`config.mk`:
```
export PLATFORM = sky130hd
export DESIGN_NAME = wheel_and_button_input_sampler_unit
export DESIGN_NICKNAME = d
export VERILOG_FILES = /design/src/rtl/core/wbis_pkg.sv /design/src/rtl/core/wbis_div.sv /design/src/rtl/core/wbis_datapath.sv /design/src/rtl/core/wbis_ctrl.sv /design/src/rtl/core/wheel_and_button_input_sampler_unit.sv
export SDC_FILE = /design/constraint.sdc
export NUM_CORES = 1
export LEC_CHECK = 0
export BUFFER_PORTS_ARGS = -buffer_cell sky130_fd_sc_hd__clkbuf_2
export CORE_MARGIN = 1
export CORE_UTILIZATION = 61
export DETAILED_ROUTE_END_ITERATION = 10
export PLACE_DENSITY = 0.84
export RECOVER_POWER = 100
export SLEW_MARGIN = 20
export SYNTH_ARGS = -nofsm -noshare
export SYNTH_HDL_FRONTEND = slang
export SYNTH_HIERARCHICAL = 1
export SYNTH_SLANG_ARGS = --single-unit
```
`constraint.sdc`:
```
create_clock -name i_clk -period 6.8 [get_ports i_clk]
set_clock_uncertainty 0.15 [all_clocks]
set_input_delay 1.36 -clock i_clk [delete_from_list [all_inputs] [get_ports i_clk]]
set_output_delay 1.36 -clock i_clk [all_outputs]
set_load 0.05 [all_outputs]
```
`src/rtl/core/wbis_pkg.sv`:
```
// ----------------------------------------------------------------------------
// wbis_pkg
// Types, constants and codes shared by the wheel and button sampler modules.
// ----------------------------------------------------------------------------
package wbis_pkg;

    // Fixed sizes of the block
    localparam int WHEEL_RANGE  = 255;
    localparam int BUTTONS      = 3;
    localparam int CALIB_W      = 10;
    localparam int INTERVAL_W   = 8;
    localparam int POS_W        = 8;
    localparam int TIME_W       = 32;
    localparam int COUNT_W      = 8;
    localparam int EVENT_W      = 2 * BUTTONS;

    // Configuration port
    localparam int CFG_IDX_W    = 2;
    localparam int CFG_DATA_W   = CALIB_W;
    localparam logic [CFG_IDX_W-1:0] CFG_CALIB_LOW  = 2'd0;
    localparam logic [CFG_IDX_W-1:0] CFG_CALIB_HIGH = 2'd1;
    localparam logic [CFG_IDX_W-1:0] CFG_INTERVAL   = 2'd2;

    // Reset values of the configuration registers
    localparam logic [CALIB_W-1:0]    CALIB_LOW_RST  = 10'd100;
    localparam logic [CALIB_W-1:0]    CALIB_HIGH_RST = 10'd900;
    localparam logic [INTERVAL_W-1:0] INTERVAL_RST   = 8'd60;

    // Shared divider: dividend is (reading - low) * 255, up to 18 bits
    localparam int DIV_NUM_W = CALIB_W + POS_W;
    localparam int DIV_DEN_W = CALIB_W;
    localparam int DIV_CNT_W = $clog2(DIV_NUM_W + 1);

    // Input item
    typedef struct packed {
        logic                 cmd;
        logic [TIME_W-1:0]    now_ms;
        logic [CALIB_W-1:0]   wheel_raw;
        logic [BUTTONS-1:0]   pins_raw;
        logic [COUNT_W-1:0]   region_count;
    } t_wbis_in;

    // Result item
    typedef struct packed {
        logic                 sampled;
        logic [POS_W-1:0]     wheel_position;
        logic [BUTTONS-1:0]   buttons_down;
        logic [EVENT_W-1:0]   events;
        logic [POS_W-1:0]     wheel_region;
    } t_wbis_out;

    // Command codes of an input item
    localparam logic CMD_SAMPLE = 1'b0;
    localparam logic CMD_POLL   = 1'b1;

    // Which division the shared divider is doing
    typedef enum logic [1:0] {
        DIV_SCALE,
        DIV_SIZE,
        DIV_REGION
    } t_wbis_divop;

    // Controller states
    typedef enum logic [3:0] {
        ST_IDLE,
        ST_EVAL,
        ST_SCALE_GO,
        ST_SCALE_WAIT,
        ST_SIZE_GO,
        ST_SIZE_WAIT,
        ST_REGION_GO,
        ST_REGION_WAIT,
        ST_RESULT
    } t_wbis_state;

    // Controller to datapath
    typedef struct packed {
        logic        load_in;
        logic        eval;
        logic        div_start;
        logic        div_capture;
        t_wbis_divop div_op;
        logic        load_out;
    } t_wbis_cmd;

    // Datapath to controller
    typedef struct packed {
        logic need_scale;
        logic div_done;
        logic out_free;
    } t_wbis_status;

endpackage

```
`src/rtl/core/wbis_div.sv`:
```
// ----------------------------------------------------------------------------
// wbis_div
// Restoring radix-2 unsigned divider, one quotient bit per cycle.
// ----------------------------------------------------------------------------
module wbis_div (
    input  logic                             i_clk,
    input  logic                             i_rst_n,
    input  logic                             i_start,
    input  logic [wbis_pkg::DIV_NUM_W-1:0]   i_dividend,
    input  logic [wbis_pkg::DIV_DEN_W-1:0]   i_divisor,
    output logic                             o_done,
    output logic [wbis_pkg::DIV_NUM_W-1:0]   o_quotient
);

    logic                              r_busy;
    logic                              r_done;
    logic [wbis_pkg::DIV_CNT_W-1:0]    r_cnt;
    logic [wbis_pkg::DIV_NUM_W-1:0]    r_quo;
    logic [wbis_pkg::DIV_DEN_W-1:0]    r_rem;
    logic [wbis_pkg::DIV_DEN_W-1:0]    r_den;

    logic [wbis_pkg::DIV_DEN_W:0]      rem_sh;
    logic [wbis_pkg::DIV_DEN_W:0]      rem_sub;
    logic                              fits;

    // One trial subtraction per step
    always_comb begin
        rem_sh  = {r_rem, r_quo[wbis_pkg::DIV_NUM_W-1]};
        rem_sub = rem_sh - {1'b0, r_den};
        fits    = (rem_sh >= {1'b0, r_den});
    end

    // Control: busy flag, step count, done pulse
    always_ff @(posedge i_clk) begin
        if (!i_rst_n) begin
            r_busy <= 1'b0;
            r_done <= 1'b0;
            r_cnt  <= '0;
        end else begin
            r_done <= 1'b0;
            if (i_start) begin
                r_busy <= 1'b1;
                r_cnt  <= wbis_pkg::DIV_CNT_W'(wbis_pkg::DIV_NUM_W);
            end else if (r_busy) begin
                r_cnt <= r_cnt - 1'b1;
                if (r_cnt == wbis_pkg::DIV_CNT_W'(1)) begin
                    r_busy <= 1'b0;
                    r_done <= 1'b1;
                end
            end
        end
    end

    // Datapath: dividend shifts out as quotient shifts in
    always_ff @(posedge i_clk) begin
        if (i_start) begin
            r_quo <= i_dividend;
            r_rem <= '0;
            r_den <= i_divisor;
        end else if (r_busy) begin
            if (fits) begin
                r_rem <= rem_sub[wbis_pkg::DIV_DEN_W-1:0];
                r_quo <= {r_quo[wbis_pkg::DIV_NUM_W-2:0], 1'b1};
            end else begin
                r_rem <= rem_sh[wbis_pkg::DIV_DEN_W-1:0];
                r_quo <= {r_quo[wbis_pkg::DIV_NUM_W-2:0], 1'b0};
            end
        end
    end

    assign o_done     = r_done;
    assign o_quotient = r_quo;

endmodule

```
`src/rtl/core/wbis_datapath.sv`:
```
// ----------------------------------------------------------------------------
// wbis_datapath
// Config registers, sampler state, input latch, shared divider and result
// register.
// ----------------------------------------------------------------------------
module wbis_datapath (
    input  logic                               i_clk,
    input  logic                               i_rst_n,
    input  wbis_pkg::t_wbis_in                 i_in_data,
    input  logic                               i_cfg_valid,
    input  logic [wbis_pkg::CFG_IDX_W-1:0]     i_cfg_index,
    input  logic [wbis_pkg::CFG_DATA_W-1:0]    i_cfg_data,
    input  logic                               i_out_ready,
    input  wbis_pkg::t_wbis_cmd                i_cmd,
    output wbis_pkg::t_wbis_status             o_status,
    output logic                               o_out_valid,
    output wbis_pkg::t_wbis_out                o_out_data
);

    // Config registers
    logic [wbis_pkg::CALIB_W-1:0]    r_calib_low;
    logic [wbis_pkg::CALIB_W-1:0]    r_calib_high;
    logic [wbis_pkg::INTERVAL_W-1:0] r_interval;

    // Sampler state
    logic [wbis_pkg::TIME_W-1:0]     r_next_time;
    logic [wbis_pkg::POS_W-1:0]      r_pos;
    logic [wbis_pkg::BUTTONS-1:0]    r_buttons;
    logic [wbis_pkg::BUTTONS-1:0]    r_last_polled;

    // Per-item working registers
    wbis_pkg::t_wbis_in              r_in;
    logic                            r_sampled;
    logic [wbis_pkg::EVENT_W-1:0]    r_events;
    logic [wbis_pkg::POS_W-1:0]      r_size;
    logic [wbis_pkg::POS_W-1:0]      r_region;

    // Result register
    logic                            r_out_valid;
    wbis_pkg::t_wbis_out             r_out;

    logic                            sample_ok;
    logic                            calib_ok;
    logic [wbis_pkg::CALIB_W-1:0]    clamped;
    logic [wbis_pkg::CALIB_W-1:0]    span;
    logic [wbis_pkg::CALIB_W-1:0]    offset;
    logic [wbis_pkg::DIV_NUM_W-1:0]  scale_num;
    logic [wbis_pkg::COUNT_W-1:0]    regions;
    logic [wbis_pkg::COUNT_W-1:0]    last_region;
    logic [wbis_pkg::EVENT_W-1:0]    events_nx;
    logic [wbis_pkg::DIV_NUM_W-1:0]  div_num;
    logic [wbis_pkg::DIV_DEN_W-1:0]  div_den;
    logic                            div_done;
    logic [wbis_pkg::DIV_NUM_W-1:0]  div_quo;
    logic [wbis_pkg::POS_W-1:0]      region_nx;

    // Sample gate, clamp and scale numerator: (t - low) * 255 = (x << 8) - x
    always_comb begin
        sample_ok = (r_in.cmd == wbis_pkg::CMD_SAMPLE) && (r_in.now_ms >= r_next_time);
        calib_ok  = (r_calib_high > r_calib_low);
        if (r_in.wheel_raw > r_calib_high) begin
            clamped = r_calib_high;
        end else if (r_in.wheel_raw < r_calib_low) begin
            clamped = r_calib_low;
        end else begin
            clamped = r_in.wheel_raw;
        end
        span      = r_calib_high - r_calib_low;
        offset    = clamped - r_calib_low;
        scale_num = {offset, {wbis_pkg::POS_W{1'b0}}}
                  - {{wbis_pkg::POS_W{1'b0}}, offset};
    end

    // Region count of zero counts as one region
    always_comb begin
        regions     = (r_in.region_count == '0) ? wbis_pkg::COUNT_W'(1) : r_in.region_count;
        last_region = regions - 1'b1;
    end

    // Press and release edges against the last polled state
    always_comb begin
        for (int k = 0; k < wbis_pkg::BUTTONS; k++) begin
            events_nx[2*k]   = r_buttons[k] & ~r_last_polled[k];
            events_nx[2*k+1] = ~r_buttons[k] & r_last_polled[k];
        end
    end

    // Divider operand select
    always_comb begin
        unique case (i_cmd.div_op)
            wbis_pkg::DIV_SCALE: begin
                div_num = scale_num;
                div_den = span;
            end
            wbis_pkg::DIV_SIZE: begin
                div_num = wbis_pkg::DIV_NUM_W'(wbis_pkg::WHEEL_RANGE);
                div_den = wbis_pkg::DIV_DEN_W'(regions);
            end
            wbis_pkg::DIV_REGION: begin
                div_num = wbis_pkg::DIV_NUM_W'(r_pos);
                div_den = wbis_pkg::DIV_DEN_W'(r_size);
            end
            default: begin
                div_num = '0;
                div_den = '0;
            end
        endcase
    end

    wbis_div u_div (
        .i_clk      (i_clk),
        .i_rst_n    (i_rst_n),
        .i_start    (i_cmd.div_start),
        .i_dividend (div_num),
        .i_divisor  (div_den),
        .o_done     (div_done),
        .o_quotient (div_quo)
    );

    // Region from quotient, clamped to the last region; top of travel goes to the last region
    always_comb begin
        if (r_pos >= wbis_pkg::POS_W'(wbis_pkg::WHEEL_RANGE)) begin
            region_nx = last_region;
        end else if (div_quo > wbis_pkg::DIV_NUM_W'(last_region)) begin
            region_nx = last_region;
        end else begin
            region_nx = div_quo[wbis_pkg::POS_W-1:0];
        end
    end

    // Config register writes
    always_ff @(posedge i_clk) begin
        if (!i_rst_n) begin
            r_calib_low  <= wbis_pkg::CALIB_LOW_RST;
            r_calib_high <= wbis_pkg::CALIB_HIGH_RST;
            r_interval   <= wbis_pkg::INTERVAL_RST;
        end else if (i_cfg_valid) begin
            unique case (i_cfg_index)
                wbis_pkg::CFG_CALIB_LOW:  r_calib_low  <= i_cfg_data;
                wbis_pkg::CFG_CALIB_HIGH: r_calib_high <= i_cfg_data;
                wbis_pkg::CFG_INTERVAL:   r_interval   <= i_cfg_data[wbis_pkg::INTERVAL_W-1:0];
                default: ;
            endcase
        end
    end

    // Sampler state update
    always_ff @(posedge i_clk) begin
        if (!i_rst_n) begin
            r_next_time   <= '0;
            r_pos         <= '0;
            r_buttons     <= '0;
            r_last_polled <= '0;
        end else begin
            if (i_cmd.eval) begin
                if (sample_ok) begin
                    r_next_time <= r_in.now_ms + wbis_pkg::TIME_W'(r_interval);
                    r_buttons   <= ~r_in.pins_raw;
                    if (!calib_ok) begin
                        r_pos <= '0;
                    end
                end
                if (r_in.cmd == wbis_pkg::CMD_POLL) begin
                    r_last_polled <= r_buttons;
                end
            end
            if (i_cmd.div_capture && div_done && i_cmd.div_op == wbis_pkg::DIV_SCALE) begin
                r_pos <= div_quo[wbis_pkg::POS_W-1:0];
            end
        end
    end

    // Item latch and per-item results
    always_ff @(posedge i_clk) begin
        if (i_cmd.load_in) begin
            r_in <= i_in_data;
        end
        if (i_cmd.eval) begin
            r_sampled <= sample_ok;
            r_events  <= (r_in.cmd == wbis_pkg::CMD_POLL) ? events_nx : '0;
        end
        if (i_cmd.div_capture && div_done) begin
            if (i_cmd.div_op == wbis_pkg::DIV_SIZE) begin
                r_size <= div_quo[wbis_pkg::POS_W-1:0];
            end
            if (i_cmd.div_op == wbis_pkg::DIV_REGION) begin
                r_region <= region_nx;
            end
        end
    end

    // Result register
    always_ff @(posedge i_clk) begin
        if (!i_rst_n) begin
            r_out_valid <= 1'b0;
        end else if (i_cmd.load_out) begin
            r_out_valid <= 1'b1;
        end else if (i_out_ready) begin
            r_out_valid <= 1'b0;
        end
    end

    always_ff @(posedge i_clk) begin
        if (i_cmd.load_out) begin
            r_out.sampled        <= r_sampled;
            r_out.wheel_position <= r_pos;
            r_out.buttons_down   <= r_buttons;
            r_out.events         <= r_events;
            r_out.wheel_region   <= r_region;
        end
    end

    always_comb begin
        o_status.need_scale = sample_ok && calib_ok;
        o_status.div_done   = div_done;
        o_status.out_free   = !r_out_valid || i_out_ready;
    end

    assign o_out_valid = r_out_valid;
    assign o_out_data  = r_out;

endmodule

```
`src/rtl/core/wbis_ctrl.sv`:
```
// ----------------------------------------------------------------------------
// wbis_ctrl
// Sequencer: takes an item, evaluates it, runs the divisions in turn and
// hands the result to the output register.
// ----------------------------------------------------------------------------
module wbis_ctrl (
    input  logic                     i_clk,
    input  logic                     i_rst_n,
    input  logic                     i_in_valid,
    input  wbis_pkg::t_wbis_status   i_status,
    output logic                     o_in_ready,
    output wbis_pkg::t_wbis_cmd      o_cmd
);

    wbis_pkg::t_wbis_state r_state;
    wbis_pkg::t_wbis_state n_state;

    // State register
    always_ff @(posedge i_clk) begin
        if (!i_rst_n) begin
            r_state <= wbis_pkg::ST_IDLE;
        end else begin
            r_state <= n_state;
        end
    end

    // Next state
    always_comb begin
        n_state = r_state;
        unique case (r_state)
            wbis_pkg::ST_IDLE: begin
                if (i_in_valid) n_state = wbis_pkg::ST_EVAL;
            end
            wbis_pkg::ST_EVAL: begin
                n_state = i_status.need_scale ? wbis_pkg::ST_SCALE_GO : wbis_pkg::ST_SIZE_GO;
            end
            wbis_pkg::ST_SCALE_GO:   n_state = wbis_pkg::ST_SCALE_WAIT;
            wbis_pkg::ST_SCALE_WAIT: begin
                if (i_status.div_done) n_state = wbis_pkg::ST_SIZE_GO;
            end
            wbis_pkg::ST_SIZE_GO:    n_state = wbis_pkg::ST_SIZE_WAIT;
            wbis_pkg::ST_SIZE_WAIT: begin
                if (i_status.div_done) n_state = wbis_pkg::ST_REGION_GO;
            end
            wbis_pkg::ST_REGION_GO:  n_state = wbis_pkg::ST_REGION_WAIT;
            wbis_pkg::ST_REGION_WAIT: begin
                if (i_status.div_done) n_state = wbis_pkg::ST_RESULT;
            end
            wbis_pkg::ST_RESULT: begin
                if (i_status.out_free) n_state = wbis_pkg::ST_IDLE;
            end
            default: n_state = wbis_pkg::ST_IDLE;
        endcase
    end

    // Outputs
    always_comb begin
        o_in_ready        = 1'b0;
        o_cmd.load_in     = 1'b0;
        o_cmd.eval        = 1'b0;
        o_cmd.div_start   = 1'b0;
        o_cmd.div_capture = 1'b0;
        o_cmd.div_op      = wbis_pkg::DIV_SCALE;
        o_cmd.load_out    = 1'b0;
        unique case (r_state)
            wbis_pkg::ST_IDLE: begin
                o_in_ready    = 1'b1;
                o_cmd.load_in = i_in_valid;
            end
            wbis_pkg::ST_EVAL: begin
                o_cmd.eval = 1'b1;
            end
            wbis_pkg::ST_SCALE_GO: begin
                o_cmd.div_start = 1'b1;
            end
            wbis_pkg::ST_SCALE_WAIT: begin
                o_cmd.div_capture = 1'b1;
            end
            wbis_pkg::ST_SIZE_GO: begin
                o_cmd.div_op    = wbis_pkg::DIV_SIZE;
                o_cmd.div_start = 1'b1;
            end
            wbis_pkg::ST_SIZE_WAIT: begin
                o_cmd.div_op      = wbis_pkg::DIV_SIZE;
                o_cmd.div_capture = 1'b1;
            end
            wbis_pkg::ST_REGION_GO: begin
                o_cmd.div_op    = wbis_pkg::DIV_REGION;
                o_cmd.div_start = 1'b1;
            end
            wbis_pkg::ST_REGION_WAIT: begin
                o_cmd.div_op      = wbis_pkg::DIV_REGION;
                o_cmd.div_capture = 1'b1;
            end
            wbis_pkg::ST_RESULT: begin
                o_cmd.load_out = i_status.out_free;
            end
            default: ;
        endcase
    end

endmodule

```
`src/rtl/core/wheel_and_button_input_sampler_unit.sv`:
```
// ----------------------------------------------------------------------------
// wheel_and_button_input_sampler_unit
// Paced wheel and button sampler with press/release event reporting.
// ----------------------------------------------------------------------------
// One item is worked on at a time. A sample that passes its time gate with
// a valid calibration runs the scaling, the region size and the region
// index divisions before its result loads into the result register; any
// other item skips the scaling division. The divisions run one after
// another on a single shared 18-step restoring divider; each division has
// a start state and then a wait state that ends on the done pulse. A
// finished result sits in an output register, so the next item is taken
// while it waits; a result still stalled there when the next one is ready
// holds the block.
// The configuration port is always ready; write it only while the block
// is idle.
module wheel_and_button_input_sampler_unit (
    input  logic                              i_clk,
    input  logic                              i_rst_n,
    input  logic                              i_in_valid,
    output logic                              o_in_ready,
    input  wbis_pkg::t_wbis_in                i_in_data,
    output logic                              o_out_valid,
    input  logic                              i_out_ready,
    output wbis_pkg::t_wbis_out               o_out_data,
    input  logic                              i_cfg_valid,
    output logic                              o_cfg_ready,
    input  logic [wbis_pkg::CFG_IDX_W-1:0]    i_cfg_index,
    input  logic [wbis_pkg::CFG_DATA_W-1:0]   i_cfg_data
);

    wbis_pkg::t_wbis_cmd    cmd;
    wbis_pkg::t_wbis_status status;

    assign o_cfg_ready = 1'b1;

    wbis_ctrl u_ctrl (
        .i_clk      (i_clk),
        .i_rst_n    (i_rst_n),
        .i_in_valid (i_in_valid),
        .i_status   (status),
        .o_in_ready (o_in_ready),
        .o_cmd      (cmd)
    );

    wbis_datapath u_dp (
        .i_clk       (i_clk),
        .i_rst_n     (i_rst_n),
        .i_in_data   (i_in_data),
        .i_cfg_valid (i_cfg_valid),
        .i_cfg_index (i_cfg_index),
        .i_cfg_data  (i_cfg_data),
        .i_out_ready (i_out_ready),
        .i_cmd       (cmd),
        .o_status    (status),
        .o_out_valid (o_out_valid),
        .o_out_data  (o_out_data)
    );

endmodule

```
==> implementation parameters, run 1 <==
Parameter                              Value

Pwr
  Power spent charging and discharging nets ... 1.93 mW
  PnR Total Power ... 5.38 mW
  Max VDD drop ... 0.240 mV
  Portion of total power attributed to combinational logic ... 0.372
  Seq pwr share ... 0.375
  Static power due to leakage ... 5.35 nW
  Internal Power ... 3.45 mW
  Net switching fraction of the power ... 0.359
  Power per cell area ... 383 mW/mm2
  Clk network pwr share ... 0.253

Logic synthesis
  Syn_nets ... 1429
  Dominant synthesized flop cell ... sky130_fd_sc_hd__edfxtp_1
  Sequential area share after synthesis ... 0.464
  Yosys synthesis warning count ... 6
  Mapped cell area ... 0.0126 mm2
  Flip-flop and latch count after synthesis ... 227
  Gate Count Post-Synth ... 1252
  Fraction of registers with async set or reset after synthesis ... 0
  Syn avg cell area ... 10.1 um2
  Count of flip-flops with a built-in enable after synthesis ... 131
  Number of library cell types mapped by synthesis ... 78

Detailed routing
  Starting DRC count in detailed routing ... 746
  DRC violations left ... 0
  Avg WL per Cell ... 17.5 um
  First-pass iteration count of the detailed router ... 5
  Post-Route WL ... 28600 um
  Average vias per placed instance ... 5.96
  Antenna Violating Nets Remaining ... 0
  DR vias ... 9719

Place
  Final RePlAce weighted congestion ... 0.947
  Port buffer count ... 98
  HPWL after DPL ... 20400 um
  Post-place setup slack ... 0.977 ns

Layout
  Fillers ... 1540
  End-of-flow core utilization ... 0.691
  Layout area overhead ... 11.1%
  Inserted Diodes ... 0
  Count of nets after finishing ... 1519
  Fraction of final layout cells sized beyond drive strength 1 ... 0.108

Global routing
  Overall global routing resource usage ... 0.268
  Global route total overflow ... 0
  Wire length of the first global-routing pass ... 46000 um
  Initial antenna violation count ... 0
  Vias in the first global route ... 9344
  Largest net degree at the start of global routing ... 63

Setup path
  Startpoint types ... register
  Required time worst endpoint ... 6.92 ns
  Critical-path top delay cell ... sky130_fd_sc_hd__dfxtp_1
  Kind of end point of the critical path ... register
  Launching element of the worst setup path ... u_dp/r_calib_low[1]
  Worst Path Class, Setup ... register to register
  Max Fanout on Critical Path ... 11
  Family with the most delay on the worst path ... compound AO/OA/AOI/OAI gates
  Crit path largest cell delay ... 0.41 ns
  Buffer and inverter count on the worst path ... 3
  R2r startpoint ... u_dp/r_calib_low[1]
  Endpoint arrival time on the critical path ... 6.11 ns

Hold path
  Hold Path Origin ... u_dp/r_events[0]
  Class of the most critical hold timing path ... register to register

Timing
  Maximum operating frequency ... 167 MHz
  Unrepaired setup endpoints after global routing ... no
  Final worst path period share ... 0.881
  Final-report hold violation count ... 0
  Smallest hold slack ... 0.277 ns
  Period minus WS final ... 5.99 ns
  Fin. max-slew vios ... 223
  Slew at the pin closest to its max-slew limit ... 2.78 ns
  Final Worst Setup Slack ... 0.812 ns
  Final setup vio count ... 0
  Headroom to the max-slew limit ... -0.856
  Setup tns final ... 0 ns

CTS
  Maximum level of the CTS H-tree ... 1
  Post-CTS clock slew at the launch and capture registers of the worst setup and hold paths ... 0.06 ns
  CTS tree ... done
  CTS Root Buffer Type ... sky130_fd_sc_hd__clkbuf_16
  Count of cells resized by post-cts repair ... 0
  Clock buffer count from CTS ... 24
  Bufs on Longest Clock Path ... 3
  Clk sinks ... 227
  Insertion delay to the later sink of the worst-skew pair ... 0.52 ns
  Hold bufs inserted after CTS ... 0
  Setup repair bufs after CTS ... 0

Floorplanning
  Core Footprint ... 0.0203 mm2
  Height of the chip ... 146 um
  Effective utilization at floorplan ... 0.622
  DIE WIDTH ... 146 um
  I/O pin cnt ... 100
  Row count ... 52
  Die footprint ... 0.0213 mm2

Status
  Status ... complete, but fails checks
  Violations in the final reports ... capacitance limit, slew limit

Run
  Maximum Capacitance Violations ... 6
## flip-flops by register name, indices dropped and copies added, names as in the netlist, 4 cells and up
register and count:
u_dp/r_region 8, u_dp/o_out_data 26, u_dp/r_calib_high 10, u_dp/r_next_time 32
u_dp/r_size 8, u_dp/r_pos 8, u_dp/u_div/r_rem 10, u_dp/u_div/o_quotient 18
u_dp/r_events 6, u_dp/r_calib_low 10, u_dp/r_in 54, u_dp/r_interval 8
u_dp/u_div/r_den 10, u_ctrl/r_state 4, u_dp/u_div/r_cnt 5
## synthesized netlist by cell type, types with 19 or more instances
library cell,n,area share
sky130_fd_sc_hd__nand3_1,26,0.010
sky130_fd_sc_hd__o21ai_0,53,0.021
sky130_fd_sc_hd__edfxtp_1,131,0.31
sky130_fd_sc_hd__mux2_2,22,0.020
sky130_fd_sc_hd__nor2_1,118,0.035
sky130_fd_sc_hd__xnor2_1,41,0.028
sky130_fd_sc_hd__nand2_1,116,0.034
sky130_fd_sc_hd__a21oi_1,71,0.028
sky130_fd_sc_hd__nand4_1,19,0.0094
sky130_fd_sc_hd__ha_1,102,0.10
sky130_fd_sc_hd__xor2_1,23,0.016
sky130_fd_sc_hd__mux2i_1,29,0.023
sky130_fd_sc_hd__a21o_1,22,0.013
sky130_fd_sc_hd__clkbuf_1,27,0.0080
sky130_fd_sc_hd__nor3_1,19,0.0075
sky130_fd_sc_hd__inv_1,92,0.027
sky130_fd_sc_hd__dfxtp_1,96,0.15
sky130_fd_sc_hd__a211oi_1,26,0.015
## final cells by class
cell class / count / area, um2 / area share
repair buffers: 110 / 509 / 0.0363
multi-input cells: 886 / 6140 / 0.438
clock buffers: 30 / 643 / 0.0458
inverters: 93 / 349 / 0.0249
flip-flops and latches: 227 / 5860 / 0.417
clock inverters: 14 / 191 / 0.0136
well taps: 270 / 338 / 0.0241
## cell usage in the layout (no fill, tap or decap), types with 22 or more instances in the layout
| master | count |
|---|---|
| sky130_fd_sc_hd__a21o_1 | 22 |
| sky130_fd_sc_hd__nand2_1 | 117 |
| sky130_fd_sc_hd__a211oi_1 | 26 |
| sky130_fd_sc_hd__mux2i_1 | 29 |
| sky130_fd_sc_hd__o21ai_0 | 53 |
| sky130_fd_sc_hd__a21oi_1 | 71 |
| sky130_fd_sc_hd__xnor2_1 | 41 |
| sky130_fd_sc_hd__clkbuf_2 | 59 |
| sky130_fd_sc_hd__clkbuf_16 | 24 |
| sky130_fd_sc_hd__ha_1 | 102 |
| sky130_fd_sc_hd__clkbuf_1 | 49 |
| sky130_fd_sc_hd__dfxtp_1 | 96 |
| sky130_fd_sc_hd__inv_1 | 92 |
| sky130_fd_sc_hd__mux2_2 | 22 |
| sky130_fd_sc_hd__nor2_1 | 119 |
| sky130_fd_sc_hd__xor2_1 | 23 |
| sky130_fd_sc_hd__nand3_1 | 26 |
| sky130_fd_sc_hd__edfxtp_1 | 131 |
## path summary, 6_finish.rpt
check	endpoint	slack (ns)	depth (start not counted)
hold / removal	u_dp/o_out_data[8]	0.28	0
setup reg to reg	u_dp/u_div/o_quotient[17]	0.81	25
setup / recovery	u_dp/u_div/o_quotient[17]	0.81	25
hold reg to reg	u_dp/o_out_data[8]	0.28	0
## power by group through the flow
stage / logic [mW] / clock network, mW / registers (mW)
floorplan: 1.58 / 0 / 1.93
global placement: 1.89 / 0 / 2.02
detailed placement: 1.96 / 0 / 2.03
CTS: 1.98 / 1.39 / 2.01
global route: 2.21 / 1.44 / 2.04
finish: 2.00 / 1.36 / 2.02
## per-stage QoR
stage / cell area (um2) / instances
floorplan: 12600 / 1252
global placement: 13300 / 1586
detailed placement: 13300 / 1586
CTS: 14100 / 1630
global route: 14000 / 1630
finish: 14000 / 1630
## layer usage
| metal | up-vias | share of wire | GRT usage |
|---|---|---|---|
| met1 | 4568 | 0.43 | 0.354 |
| met4 | 0 | 0.023 | 0.0821 |
| li1 | 4697 | - | - |
| met3 | 56 | 0.066 | 0.0401 |
| met2 | 398 | 0.48 | 0.455 |
| met5 | - | 0 | 0 |
## logic make-up after synthesis
family                   count (synthesis)  share of synthesized area
AO/OA/AOI/OAI                          272                      0.143
AND/OR/NAND/NOR                        391                      0.151
adder cells (fa/ha/maj)                106                      0.107
multiplexers                            52                     0.0435
XOR/XNOR                                64                     0.0444
flip-flops                             227                      0.464
other                                    1                   0.000297
buffers and inverters                  139                     0.0478
No activity file was read; power rests on OpenSTA's default activity.
==> inputs of run 2 (changes only) <==
--- a/config.mk
+++ b/config.mk
@@ -5,14 +5,15 @@
 export SDC_FILE = /design/constraint.sdc
 export NUM_CORES = 1
 export LEC_CHECK = 0
-export BUFFER_PORTS_ARGS = -buffer_cell sky130_fd_sc_hd__clkbuf_2
+export BUFFER_PORTS_ARGS = -buffer_cell sky130_fd_sc_hd__buf_4
 export CORE_MARGIN = 1
 export CORE_UTILIZATION = 61
 export DETAILED_ROUTE_END_ITERATION = 10
-export PLACE_DENSITY = 0.84
+export PLACE_DENSITY_LB_ADDON = 0.12
 export RECOVER_POWER = 100
 export SLEW_MARGIN = 20
 export SYNTH_ARGS = -nofsm -noshare
 export SYNTH_HDL_FRONTEND = slang
 export SYNTH_HIERARCHICAL = 1
 export SYNTH_SLANG_ARGS = --single-unit
+export TNS_END_PERCENT = 1
==> implementation parameters, run 2 (synthesis gave the netlist of run 1 again) <==
Parameter                              Value

Layout
  Register containing the most flip-flops in the final layout ... u_dp/r_in
  Leading cell types in the layout, fill and taps excluded ... 131 x sky130_fd_sc_hd__edfxtp_1, 119 x sky130_fd_sc_hd__nor2_1, 116 x sky130_fd_sc_hd__nand2_1
  Number of flip-flops in the largest register ... 54
  Count of nets after finishing ... 1518
  End-of-flow core utilization ... 0.698
  Layout area overhead ... 12.2%
  Fraction of final layout cells sized beyond drive strength 1 ... 0.113
  Most common cell after layout, fill and taps aside ... sky130_fd_sc_hd__edfxtp_1

Detailed routing
  Antenna Violating Nets Remaining ... 0
  First-pass iteration count of the detailed router ... 5
  DR vias ... 9484
  Routed length on met3 ... 1620 um
  DRC violations left ... 0
  Highest signal layer in the routed design ... met5
  Average vias per placed instance ... 5.82
  Starting DRC count in detailed routing ... 630
  Length of routed met2 wiring ... 13200 um
  Avg WL per Cell ... 17.0 um
  Met1 WL ... 12400 um
  Post-Route WL ... 27800 um

Setup path
  Launching element of the worst setup path ... u_dp/r_in[18]
  Critical-path top delay cell ... sky130_fd_sc_hd__a31oi_1
  Buffer and inverter count on the worst path ... 1
  Kind of end point of the critical path ... register
  Cell occurring most often along the worst timing path ... sky130_fd_sc_hd__o21ai_0
  Ordered cell list for the critical path ... ha_1 > nand4_1 > nor3_1 > o21ai_0 > a31oi_1 > clkbuf_1 > o21ai_0 > ha_1 > o21a_1 > o21ai_0 > a31oi_1 > o21ai_0 > nand2b_1 > a21oi_1 > xnor2_1 > ha_1 > a21oi_1 > and2_0 > nand2_2 > o31a_1 > mux2_2 > mux2_2
  Endpoint arrival time on the critical path ... 6.18 ns
  Required time worst endpoint ... 6.91 ns
  Max Fanout on Critical Path ... 11
  R2r startpoint ... u_dp/r_in[18]
  Crit path largest cell delay ... 0.51 ns
  Startpoint types ... register
  Worst Path Class, Setup ... register to register
  Family with the most delay on the worst path ... compound AO/OA/AOI/OAI gates

Place
  Port buffer count ... 98
  Final RePlAce weighted congestion ... 0.905
  HPWL after DPL ... 20000 um

CTS
  Clock buffer count from CTS ... 24
  Hold bufs inserted after CTS ... 0
  Insertion delay to the later sink of the worst-skew pair ... 0.51 ns
  Count of cells resized by post-cts repair ... 0
  Maximum level of the CTS H-tree ... 1
  Post-CTS clock slew at the launch and capture registers of the worst setup and hold paths ... 0.06 ns
  CTS Root Buffer Type ... sky130_fd_sc_hd__clkbuf_16
  CTS tree ... done
  Clk sinks ... 227
  Bufs on Longest Clock Path ... 3
  Setup repair bufs after CTS ... 0

Floorplanning
  Row count ... 52
  I/O pin cnt ... 100
  Core Footprint ... 0.0203 mm2
  Die footprint ... 0.0213 mm2
  DIE WIDTH ... 146 um
  Effective utilization at floorplan ... 0.622
  Height of the chip ... 146 um

Status
  Violations in the final reports ... capacitance limit, slew limit
  Status ... complete, but fails checks

Timing
  Fin. max-slew vios ... 182
  Final setup vio count ... 0
  Unrepaired setup endpoints after global routing ... no
  Maximum operating frequency ... 165 MHz
  Final worst path period share ... 0.892
  Slew at the pin closest to its max-slew limit ... 3.15 ns
  Headroom to the max-slew limit ... -1.10
  Setup tns final ... 0 ns
  Final-report hold violation count ... 0
  Period minus WS final ... 6.07 ns

Global routing
  Vias in the first global route ... 9104
  Global route total overflow ... 0
  Largest net degree at the start of global routing ... 55
  Overall global routing resource usage ... 0.265
  Initial antenna violation count ... 2
  Wire length of the first global-routing pass ... 45600 um

Pwr
  Power per cell area ... 374 mW/mm2
  PnR Total Power ... 5.29 mW
  Static power due to leakage ... 5.40 nW
  Max VDD drop ... 0.256 mV

Hold path
  Hold Path Origin ... u_dp/r_events[2]
  Class of the most critical hold timing path ... register to register

Run
  Maximum Capacitance Violations ... 5
## run 2: cell types whose count changed in the layout (fill, tap and decap cells not counted), sizes merged
| cell | change |
|---|---|
| inv | +1 |
| clkinv | -3 |
| buf | +14 |
| diode | +1 |
| clkbuf | -10 |
| bufinv | -2 |
| clkinvlp | -1 |
## run 2: final cells by class
class	count	area, um2
multi-input combinational	886	6140
fill	1627	6130
clock buffer	35	713
sequential	227	5860
timing repair buffer	109	679
clock inverter	9	98.8
inverter	93	349
tap	270	338
antenna	1	2.50
## run 2: report_power, final
part           switching [mW]  internal [mW]  total, mW
Combinational            1.14          0.826       1.96
Sequential              0.221           1.79       2.01
Clock                   0.516          0.803       1.32
Total                    1.87           3.42       5.29
## run 2: per-stage QoR
stage                     worst slack, ns  std cells  instance area, um2  hold WS [ns]
after floorplan                      1.34       1252               12600         0.250
after detailed placement             1.07       1585               13600         0.255
after global routing                0.359       1629               14200         0.278
after global placement               1.19       1585               13500         0.251
final                               0.734       1630               14200         0.270
after CTS                            1.04       1629               14400         0.270
## run 2: final timing paths
path              slack (ns)                   endpoint  cells after the start
hold / removal          0.27        u_dp/o_out_data[10]                      0
hold reg to reg         0.27        u_dp/o_out_data[10]                      0
setup reg to reg        0.73  u_dp/u_div/o_quotient[17]                     22
setup / recovery        0.73  u_dp/u_div/o_quotient[17]                     22
## run 2: per-layer routing
| layer | up-vias | GRT usage |
|---|---|---|
| met5 | - | 0 |
| met2 | 290 | 0.453 |
| met4 | 2 | 0.0663 |
| li1 | 4680 | - |
| met3 | 44 | 0.0376 |
| met1 | 4468 | 0.354 |
